$ cat src/hdl/moim_pkg.sv
// moim_pkg: constants, widths and controller state type for the
// masked overlap intensity mean unit; no dependencies
`timescale 1ns / 1ps
`default_nettype none
package moim_pkg;
    localparam int COUNT_BITS   = 24;
    localparam int FRAC_BITS    = 8;
    localparam int MAG_BITS     = 9 + FRAC_BITS;
    localparam int CNT_OUT_BITS = COUNT_BITS + 1;
    localparam int SQ_BITS      = 18 + 2 * FRAC_BITS;
    localparam int ROOT_STEPS   = (SQ_BITS + 1) / 2;
    localparam int STEP_BITS    = $clog2(ROOT_STEPS + 1);
    localparam int SUM_BITS     = COUNT_BITS + MAG_BITS;
    localparam int DIV_STEPS    = SUM_BITS;
    localparam int DIV_BITS     = $clog2(DIV_STEPS + 1);
    localparam logic [7:0] MASK_FULL = 8'hFF;

    typedef enum logic [2:0] {
        ST_IDLE, ST_ROOT, ST_ACC, ST_DIV, ST_OUT
    } state_t;

    typedef struct packed {
        logic load;
        logic root_start;
        logic root_step;
        logic acc;
        logic div_start;
        logic div_step;
        logic clear;
    } cmd_t;

    typedef struct packed {
        logic root_done;
        logic div_done;
        logic last;
    } stat_t;
endpackage
`default_nettype wire

$ cat src/hdl/moim_ctrl.sv
// moim_ctrl: controller state machine sequencing root, accumulate,
// divide and output; uses moim_pkg
`timescale 1ns / 1ps
`default_nettype none
module moim_ctrl (
    input  wire logic            aclk,
    input  wire logic            aresetn,
    input  wire logic            s_tvalid,
    output logic                 s_tready,
    output logic                 m_tvalid,
    input  wire logic            m_tready,
    input  wire moim_pkg::stat_t stat,
    output moim_pkg::cmd_t       cmd
);
    moim_pkg::state_t state_reg, state_next;

    always_ff @(posedge aclk) begin
        if (!aresetn) state_reg <= moim_pkg::ST_IDLE;
        else          state_reg <= state_next;
    end

    always_comb begin
        state_next = state_reg;
        cmd = '0;
        s_tready = 1'b0;
        m_tvalid = 1'b0;
        case (state_reg)
            moim_pkg::ST_IDLE: begin
                s_tready = 1'b1;
                if (s_tvalid) begin
                    cmd.load = 1'b1;
                    cmd.root_start = 1'b1;
                    state_next = moim_pkg::ST_ROOT;
                end
            end
            moim_pkg::ST_ROOT: begin
                cmd.root_step = 1'b1;
                if (stat.root_done) state_next = moim_pkg::ST_ACC;
            end
            moim_pkg::ST_ACC: begin
                cmd.acc = 1'b1;
                if (stat.last) begin
                    state_next = moim_pkg::ST_DIV;
                end else begin
                    state_next = moim_pkg::ST_IDLE;
                end
            end
            moim_pkg::ST_DIV: begin
                if (stat.div_done) begin
                    state_next = moim_pkg::ST_OUT;
                end else begin
                    cmd.div_step = 1'b1;
                end
            end
            moim_pkg::ST_OUT: begin
                m_tvalid = 1'b1;
                if (m_tready) begin
                    cmd.clear = 1'b1;
                    state_next = moim_pkg::ST_IDLE;
                end
            end
            default: state_next = moim_pkg::ST_IDLE;
        endcase
        cmd.div_start = (state_reg == moim_pkg::ST_ACC) && stat.last;
    end
endmodule
`default_nettype wire

$ cat src/hdl/moim_datapath.sv
// moim_datapath: squares, two bit-serial roots, accumulators and two
// restoring dividers, one per sum, sharing one divisor; uses moim_pkg
`timescale 1ns / 1ps
`default_nettype none
module moim_datapath (
    input  wire logic                               aclk,
    input  wire logic                               aresetn,
    input  wire logic [63:0]                        s_tdata,
    input  wire logic                               s_tlast,
    input  wire moim_pkg::cmd_t                     cmd,
    output moim_pkg::stat_t                         stat,
    output logic [moim_pkg::CNT_OUT_BITS-1:0]       count_out,
    output logic [moim_pkg::MAG_BITS-1:0]           mean_a_out,
    output logic [moim_pkg::MAG_BITS-1:0]           mean_b_out
);
    localparam int SQ = moim_pkg::SQ_BITS;
    localparam int RW = 2 * moim_pkg::ROOT_STEPS;
    localparam int SB = moim_pkg::SUM_BITS;
    localparam int CB = moim_pkg::CNT_OUT_BITS;

    logic [RW-1:0] rad_a_reg, rad_b_reg;
    logic [RW+1:0] rem_a_reg, rem_b_reg;
    logic [moim_pkg::MAG_BITS-1:0] root_a_reg, root_b_reg;
    logic [moim_pkg::STEP_BITS-1:0] rstep_reg;
    logic valid_reg, last_reg;
    logic [CB-1:0] cnt_reg;
    logic [SB-1:0] sum_a_reg, sum_b_reg;
    logic [SB-1:0] q_a_reg, q_b_reg;
    logic [CB:0] dr_a_reg, dr_b_reg;
    logic [CB-1:0] divisor_reg;
    logic [moim_pkg::DIV_BITS-1:0] dstep_reg;

    function automatic logic [SQ-1:0] sq3(input logic [7:0] r, g, b);
        logic [17:0] s;
        s = 18'(r * r) + 18'(g * g) + 18'(b * b);
        return SQ'(s) << (2 * moim_pkg::FRAC_BITS);
    endfunction

    logic [RW+1:0] trial_a, trial_b, sh_a, sh_b;
    always_comb begin
        sh_a = {rem_a_reg[RW-1:0], rad_a_reg[RW-1 -: 2]};
        sh_b = {rem_b_reg[RW-1:0], rad_b_reg[RW-1 -: 2]};
        trial_a = {(RW+2-moim_pkg::MAG_BITS-2)'(0), root_a_reg, 2'b01};
        trial_b = {(RW+2-moim_pkg::MAG_BITS-2)'(0), root_b_reg, 2'b01};
    end

    logic [CB:0] dsh_a, dsh_b;
    assign dsh_a = {dr_a_reg[CB-1:0], q_a_reg[SB-1]};
    assign dsh_b = {dr_b_reg[CB-1:0], q_b_reg[SB-1]};

    always_ff @(posedge aclk) begin
        if (cmd.load) begin
            rad_a_reg <= RW'(sq3(s_tdata[7:0], s_tdata[15:8], s_tdata[23:16]));
            rad_b_reg <= RW'(sq3(s_tdata[31:24], s_tdata[39:32], s_tdata[47:40]));
            valid_reg <= (s_tdata[55:48] == moim_pkg::MASK_FULL)
                      && (s_tdata[63:56] == moim_pkg::MASK_FULL);
            last_reg  <= s_tlast;
        end
        if (cmd.root_start) begin
            rem_a_reg <= '0;
            rem_b_reg <= '0;
            root_a_reg <= '0;
            root_b_reg <= '0;
            rstep_reg <= '0;
        end else if (cmd.root_step) begin
            rad_a_reg <= rad_a_reg << 2;
            rad_b_reg <= rad_b_reg << 2;
            rstep_reg <= rstep_reg + 1'b1;
            if (sh_a >= trial_a) begin
                rem_a_reg <= sh_a - trial_a;
                root_a_reg <= {root_a_reg[moim_pkg::MAG_BITS-2:0], 1'b1};
            end else begin
                rem_a_reg <= sh_a;
                root_a_reg <= {root_a_reg[moim_pkg::MAG_BITS-2:0], 1'b0};
            end
            if (sh_b >= trial_b) begin
                rem_b_reg <= sh_b - trial_b;
                root_b_reg <= {root_b_reg[moim_pkg::MAG_BITS-2:0], 1'b1};
            end else begin
                rem_b_reg <= sh_b;
                root_b_reg <= {root_b_reg[moim_pkg::MAG_BITS-2:0], 1'b0};
            end
        end
        if (!aresetn || cmd.clear) begin
            cnt_reg <= '0;
            sum_a_reg <= '0;
            sum_b_reg <= '0;
        end else if (cmd.acc && valid_reg && !cnt_reg[CB-1]) begin
            cnt_reg <= cnt_reg + 1'b1;
            sum_a_reg <= sum_a_reg + SB'(root_a_reg);
            sum_b_reg <= sum_b_reg + SB'(root_b_reg);
        end
        if (cmd.div_start) begin
            // accumulated value of this beat folded in here too
            if (valid_reg && !cnt_reg[CB-1]) begin
                q_a_reg <= sum_a_reg + SB'(root_a_reg);
                q_b_reg <= sum_b_reg + SB'(root_b_reg);
                divisor_reg <= cnt_reg + 1'b1;
            end else begin
                q_a_reg <= sum_a_reg;
                q_b_reg <= sum_b_reg;
                divisor_reg <= (cnt_reg == '0) ? CB'(1) : cnt_reg;
            end
            dr_a_reg <= '0;
            dr_b_reg <= '0;
            dstep_reg <= '0;
        end else if (cmd.div_step) begin
            dstep_reg <= dstep_reg + 1'b1;
            if (dsh_a >= {1'b0, divisor_reg}) begin
                dr_a_reg <= dsh_a - {1'b0, divisor_reg};
                q_a_reg <= {q_a_reg[SB-2:0], 1'b1};
            end else begin
                dr_a_reg <= dsh_a;
                q_a_reg <= {q_a_reg[SB-2:0], 1'b0};
            end
            if (dsh_b >= {1'b0, divisor_reg}) begin
                dr_b_reg <= dsh_b - {1'b0, divisor_reg};
                q_b_reg <= {q_b_reg[SB-2:0], 1'b1};
            end else begin
                dr_b_reg <= dsh_b;
                q_b_reg <= {q_b_reg[SB-2:0], 1'b0};
            end
        end
    end

    always_comb begin
        stat.root_done = (rstep_reg == moim_pkg::STEP_BITS'(moim_pkg::ROOT_STEPS - 1));
        stat.div_done  = (dstep_reg == moim_pkg::DIV_BITS'(moim_pkg::DIV_STEPS));
        stat.last      = last_reg;
    end

    assign count_out  = divisor_reg;
    assign mean_a_out = q_a_reg[moim_pkg::MAG_BITS-1:0];
    assign mean_b_out = q_b_reg[moim_pkg::MAG_BITS-1:0];
endmodule
`default_nettype wire

$ cat src/hdl/masked_overlap_intensity_mean_unit.sv
// masked_overlap_intensity_mean_unit: top level joining controller and
// datapath; uses moim_pkg, moim_ctrl, moim_datapath
//
// one pixel pair is taken per beat; a pair counts when both masks are 255,
// and then the fixed-point rgb magnitude (8 fraction bits) of each pixel is
// added to its sum. a non-last beat passes through the load in idle, 17
// steps of the bit-serial square root and one accumulate. the beat marked
// last adds the restoring divides of both sums, run side by side on one
// shared divisor (41 steps and one to finish), then the result beat waits
// in its register until taken. the count saturates at 2^24 and a run with
// no counted pair reports a count of one.
`timescale 1ns / 1ps
`default_nettype none
module masked_overlap_intensity_mean_unit (
    input  wire logic        aclk,
    input  wire logic        aresetn,
    input  wire logic        s_tvalid,
    output logic             s_tready,
    // red_a, green_a, blue_a, red_b, green_b, blue_b, mask_a, mask_b
    input  wire logic [63:0] s_tdata,
    input  wire logic        s_tlast,   // last_pixel
    output logic             m_tvalid,
    input  wire logic        m_tready,
    // overlap_count[24:0], mean_a[41:25], mean_b[58:42], zero fill
    output logic [63:0]      m_tdata
);
    moim_pkg::cmd_t  cmd;
    moim_pkg::stat_t stat;
    logic [moim_pkg::CNT_OUT_BITS-1:0] cnt;
    logic [moim_pkg::MAG_BITS-1:0] ma, mb;

    moim_ctrl u_ctrl (
        .aclk, .aresetn, .s_tvalid, .s_tready, .m_tvalid, .m_tready,
        .stat, .cmd
    );

    moim_datapath u_dp (
        .aclk, .aresetn, .s_tdata, .s_tlast, .cmd, .stat,
        .count_out(cnt), .mean_a_out(ma), .mean_b_out(mb)
    );

    assign m_tdata = {5'b0, mb, ma, cnt};
endmodule
`default_nettype wire

$ cat config.mk
export PLATFORM = sky130hd
export DESIGN_NAME = masked_overlap_intensity_mean_unit
export DESIGN_NICKNAME = d
export VERILOG_FILES = /design/src/hdl/moim_pkg.sv /design/src/hdl/moim_ctrl.sv /design/src/hdl/moim_datapath.sv /design/src/hdl/masked_overlap_intensity_mean_unit.sv
export SDC_FILE = /design/constraint.sdc
export NUM_CORES = 2
export LEC_CHECK = 0
export ABC_AREA = 1
export ABC_CLOCK_PERIOD_IN_PS = 10910
export BUFFER_PORTS_ARGS = -buffer_cell sky130_fd_sc_hd__buf_2
export CORE_ASPECT_RATIO = 0.9
export CORE_MARGIN = 4
export CORE_UTILIZATION = 25
export DETAILED_ROUTE_END_ITERATION = 6
export GPL_TIMING_DRIVEN = 1
export PLACE_DENSITY_LB_ADDON = 0.1
export SLEW_MARGIN = 20
export SYNTH_ARGS = -nofsm -noshare
export SYNTH_HDL_FRONTEND = slang
export SYNTH_SLANG_ARGS = --single-unit
export TNS_END_PERCENT = 20
$ cat constraint.sdc
create_clock -name aclk -period 10.91 [get_ports aclk]
set_input_delay 1.6365 -clock aclk [delete_from_list [all_inputs] [get_ports aclk]]
set_output_delay 1.6365 -clock aclk [all_outputs]
set_load 0.01 [all_outputs]
==> impl_metrics.csv <==
group,metric,value,unit
run,maxcap_viol_count,0,
floorplanning,floorplan.die.height,396,um
finish,final_nets,6650,
drt,wirelength,131,mm
place,numPortBuffers,129,
place,placed_cells_incl_taps,8187,
finish,diodes,0,
grt,wire_length_of_the_first_global_routing_pass,212,mm
finish,synthToLayoutAreaGrowth,11.1,%
timing,final_tns_setup,0,ns
grt,vias_in_the_first_global_route,37432,
logic_synthesis,postSynthCellCount,6050,
logic_synthesis,synth.avg_cell_area,6.91,sq um
floorplanning,placeable_area,166000,sq um
clock_tree,clockBufferDepth,3,
setup_path,worst_setup_path_end_kind,"flip-flop",
floorplanning,fp-row-count,142,
finish,layout-drive-gt1-share,0.0583,
setup_path,worst-setup-path-type,"input port to flip-flop",
timing,final-max-slew-violation-count,0,
clock_tree,tritoncts_num_sinks,450,
clock_tree,worst_setup_hold_path_clk_slew,0.06,ns
drt,drc,0,
setup_path,cp_common_cell,"fa_1",
drt,detail_route.iter0.violations,2098,
setup_path,cpMaxStageDelayCell,"fa_1",
logic_synthesis,ys_seq_area_frac,0.242,
logic_synthesis,syn_warnings,0,
timing,layout_worst_path_cycle_share,0.844,
timing,max_clock_freq,109,MHz
logic_synthesis,mappedNetlistArea,41800,sq um
place,hpwl,101,mm
drt,wl_met1,65.8,mm
grt,grt_start_max_net_pins,101,
setup_path,worst-endpoint-arrival,9.73,ns
clock_tree,ctsResizeCount,0,
place,gpl.final_weighted_congestion,0.863,
place,placed_cell_area,44200,sq um
timing,transition_at_the_pin_with_the_smallest_max_transition_slack,1.11,ns
run_status,run_status,"finished clean",
clock_tree,h-tree-depth,3,
timing,timing.final.crit_period,9.20,ns
floorplanning,start_util,0.251,
floorplanning,floorplan.die_area,174000,sq um
drt,met3RoutedLength,4.37,mm
grt,overflow,0,
floorplanning,floorplan.io_pins,135,
worst_hold_path,worstHoldPathType,"flip-flop to flip-flop",
timing,slew_headroom,0.261,
finish,layout.cell_area.non_filler,46400,sq um
logic_synthesis,ys_dominant_reg_cell,"dfxtp_1",
drt,via_per_inst,4.51,
logic_synthesis,synth_cell_types,58,
finish,final.fill_count,18692,
floorplanning,die_x,439,um
finish,final_cell_count_no_fill,8306,
timing,rsz_0062_raised_after_global_routing,"false",
setup_path,cp-start-kind,"input port",
clock_tree,ctsHoldBuffers,0,
drt,routed-via-count,37468,
drt,top_layer_used,"met4",
setup_path,cp.required,11.44,ns
setup_path,critical_path.max_stage_delay,0.55,ns
clock_tree,clk-insertion-delay-late,0.65,ns
grt,antenna_violations_before_repair,2,
clock_tree,cts_root_buffer,"clkbuf_16",
drt,met2_wirelength,59.1,mm
setup_path,critical_path.max_fanout,9,
logic_synthesis,postSynth.asyncResetShare,0,
clock_tree,tritoncts,"built",
timing,setup_failing_eps_final,0,
logic_synthesis,edff_count_synth,109,
timing,hold_violations,0,
grt,grtUsageTotal,0.151,
clock_tree,numCtsBuffers,66,
drt,postRouteAntennaNets,0,
clock_tree,post-cts-setup-buffers,0,
logic_synthesis,ys_ff_latch,450,
drt,wl_per_cell,15.8,um
timing,fin_worst_skew,0.0337,ns
drt,dr.pass1.iters,5,
-- cells by family after synthesis --
group / after synthesis / share of synthesized area
AO/OA/AOI/OAI: 918 / 0.116
XOR/XNOR: 162 / 0.0340
adder cells (fa/ha/maj): 558 / 0.210
buffers and inverters: 1364 / 0.129
flip-flops: 450 / 0.242
multiplexers: 2 / 0.000479
other: 1 / 0.0000897
AND/OR/NAND/NOR: 2595 / 0.268
-- area by class of cell --
cell class | count | area [sq um] | area share
inverter | 1115 | 4190 | 0.0904
tap | 2232 | 2790 | 0.0602
clock buffer | 90 | 1790 | 0.0386
clock inverter | 29 | 380 | 0.00819
sequential | 450 | 10100 | 0.218
multi-input combinational | 4240 | 26400 | 0.568
timing repair buffer | 150 | 803 | 0.0173
-- worst max-delay path, delay by kind of cell --
family,cells,cell delay [ns]
fa+ha+maj,12,5.80
buf+inv,7,0.50
compound gates,8,1.41
xor+xnor,1,0.18
simple gates,2,0.20
-- final timing paths --
| kind | from | end | slack, ns | cells past startpoint |
|---|---|---|---|---|
| worst max-delay path | s_tdata[24] | u_dp.rad_b_reg[30] | 1.71 | 30 |
| worst min-delay path | u_dp.rad_b_reg[1] | u_dp.rad_b_reg[1] | 0.44 | 2 |
| worst max register to register | u_dp.valid_reg | u_dp.sum_a_reg[14] | 7.25 | 9 |
| worst min register to register | u_dp.rad_b_reg[1] | u_dp.rad_b_reg[1] | 0.44 | 2 |
-- stage by stage --
stage                     setup slack, ns  hold slack, ns   util
after floorplan                      1.41           0.419      -
after global placement              0.955           0.428  0.266
after detailed placement            0.945           0.435  0.266
after CTS                            1.65           0.444  0.279
after global routing                 1.13           0.471  0.279
final                                1.71           0.438  0.279
-- Yosys cell counts, drive strengths merged (10+ instances only) --
library cell | instances | area, sq um
dfxtp | 341 | 6830
or2 | 20 | 125
o21bai | 12 | 90.1
a21oi | 453 | 2290
buf | 111 | 692
o21ai | 370 | 1870
fa | 238 | 4760
xnor2 | 74 | 648
ha | 320 | 4000
nand4 | 130 | 820
inv | 1115 | 4190
nor4 | 20 | 140
nor3 | 67 | 368
nand2 | 1532 | 5790
nand3b | 21 | 158
edfxtp | 109 | 3270
xor2 | 88 | 771
clkbuf | 138 | 518
nand3 | 412 | 2210
o211ai | 46 | 345
a21o | 10 | 75.1
nor2 | 382 | 1530
-- placed cells by master, fill, tap and decap left out, types with 6 or more instances in the layout --
cell,count
clkbuf_1,19
inv_1,1102
nand4_1,129
nand2_1,1515
edfxtp_1,109
a21oi_1,446
nor2_1,360
clkbuf_16,66
ha_1,320
o21ai_1,23
nor4_1,19
nand3b_1,21
nor2_2,12
nand3_1,389
o21ai_0,343
nor2_4,9
dfxtp_1,341
nand2_2,13
o21bai_1,12
a21o_1,10
or2_2,16
clkinv_2,9
nand3_2,18
buf_2,129
bufinv_16,6
xor2_1,88
buf_4,21
nor3_1,63
o211ai_1,46
xnor2_1,74
inv_2,9
fa_1,238
a21oi_2,7
-- layer usage --
layer,vias to the layer above,global-route usage
met1,17675,0.215
met2,522,0.246
li1,19154,-
met4,0,0.0273
met3,117,0.0184
met5,-,0
Power is left out: the tool's default activity adds up to more than one toggle a clock period on the data nets, which glitch-free logic cannot reach.
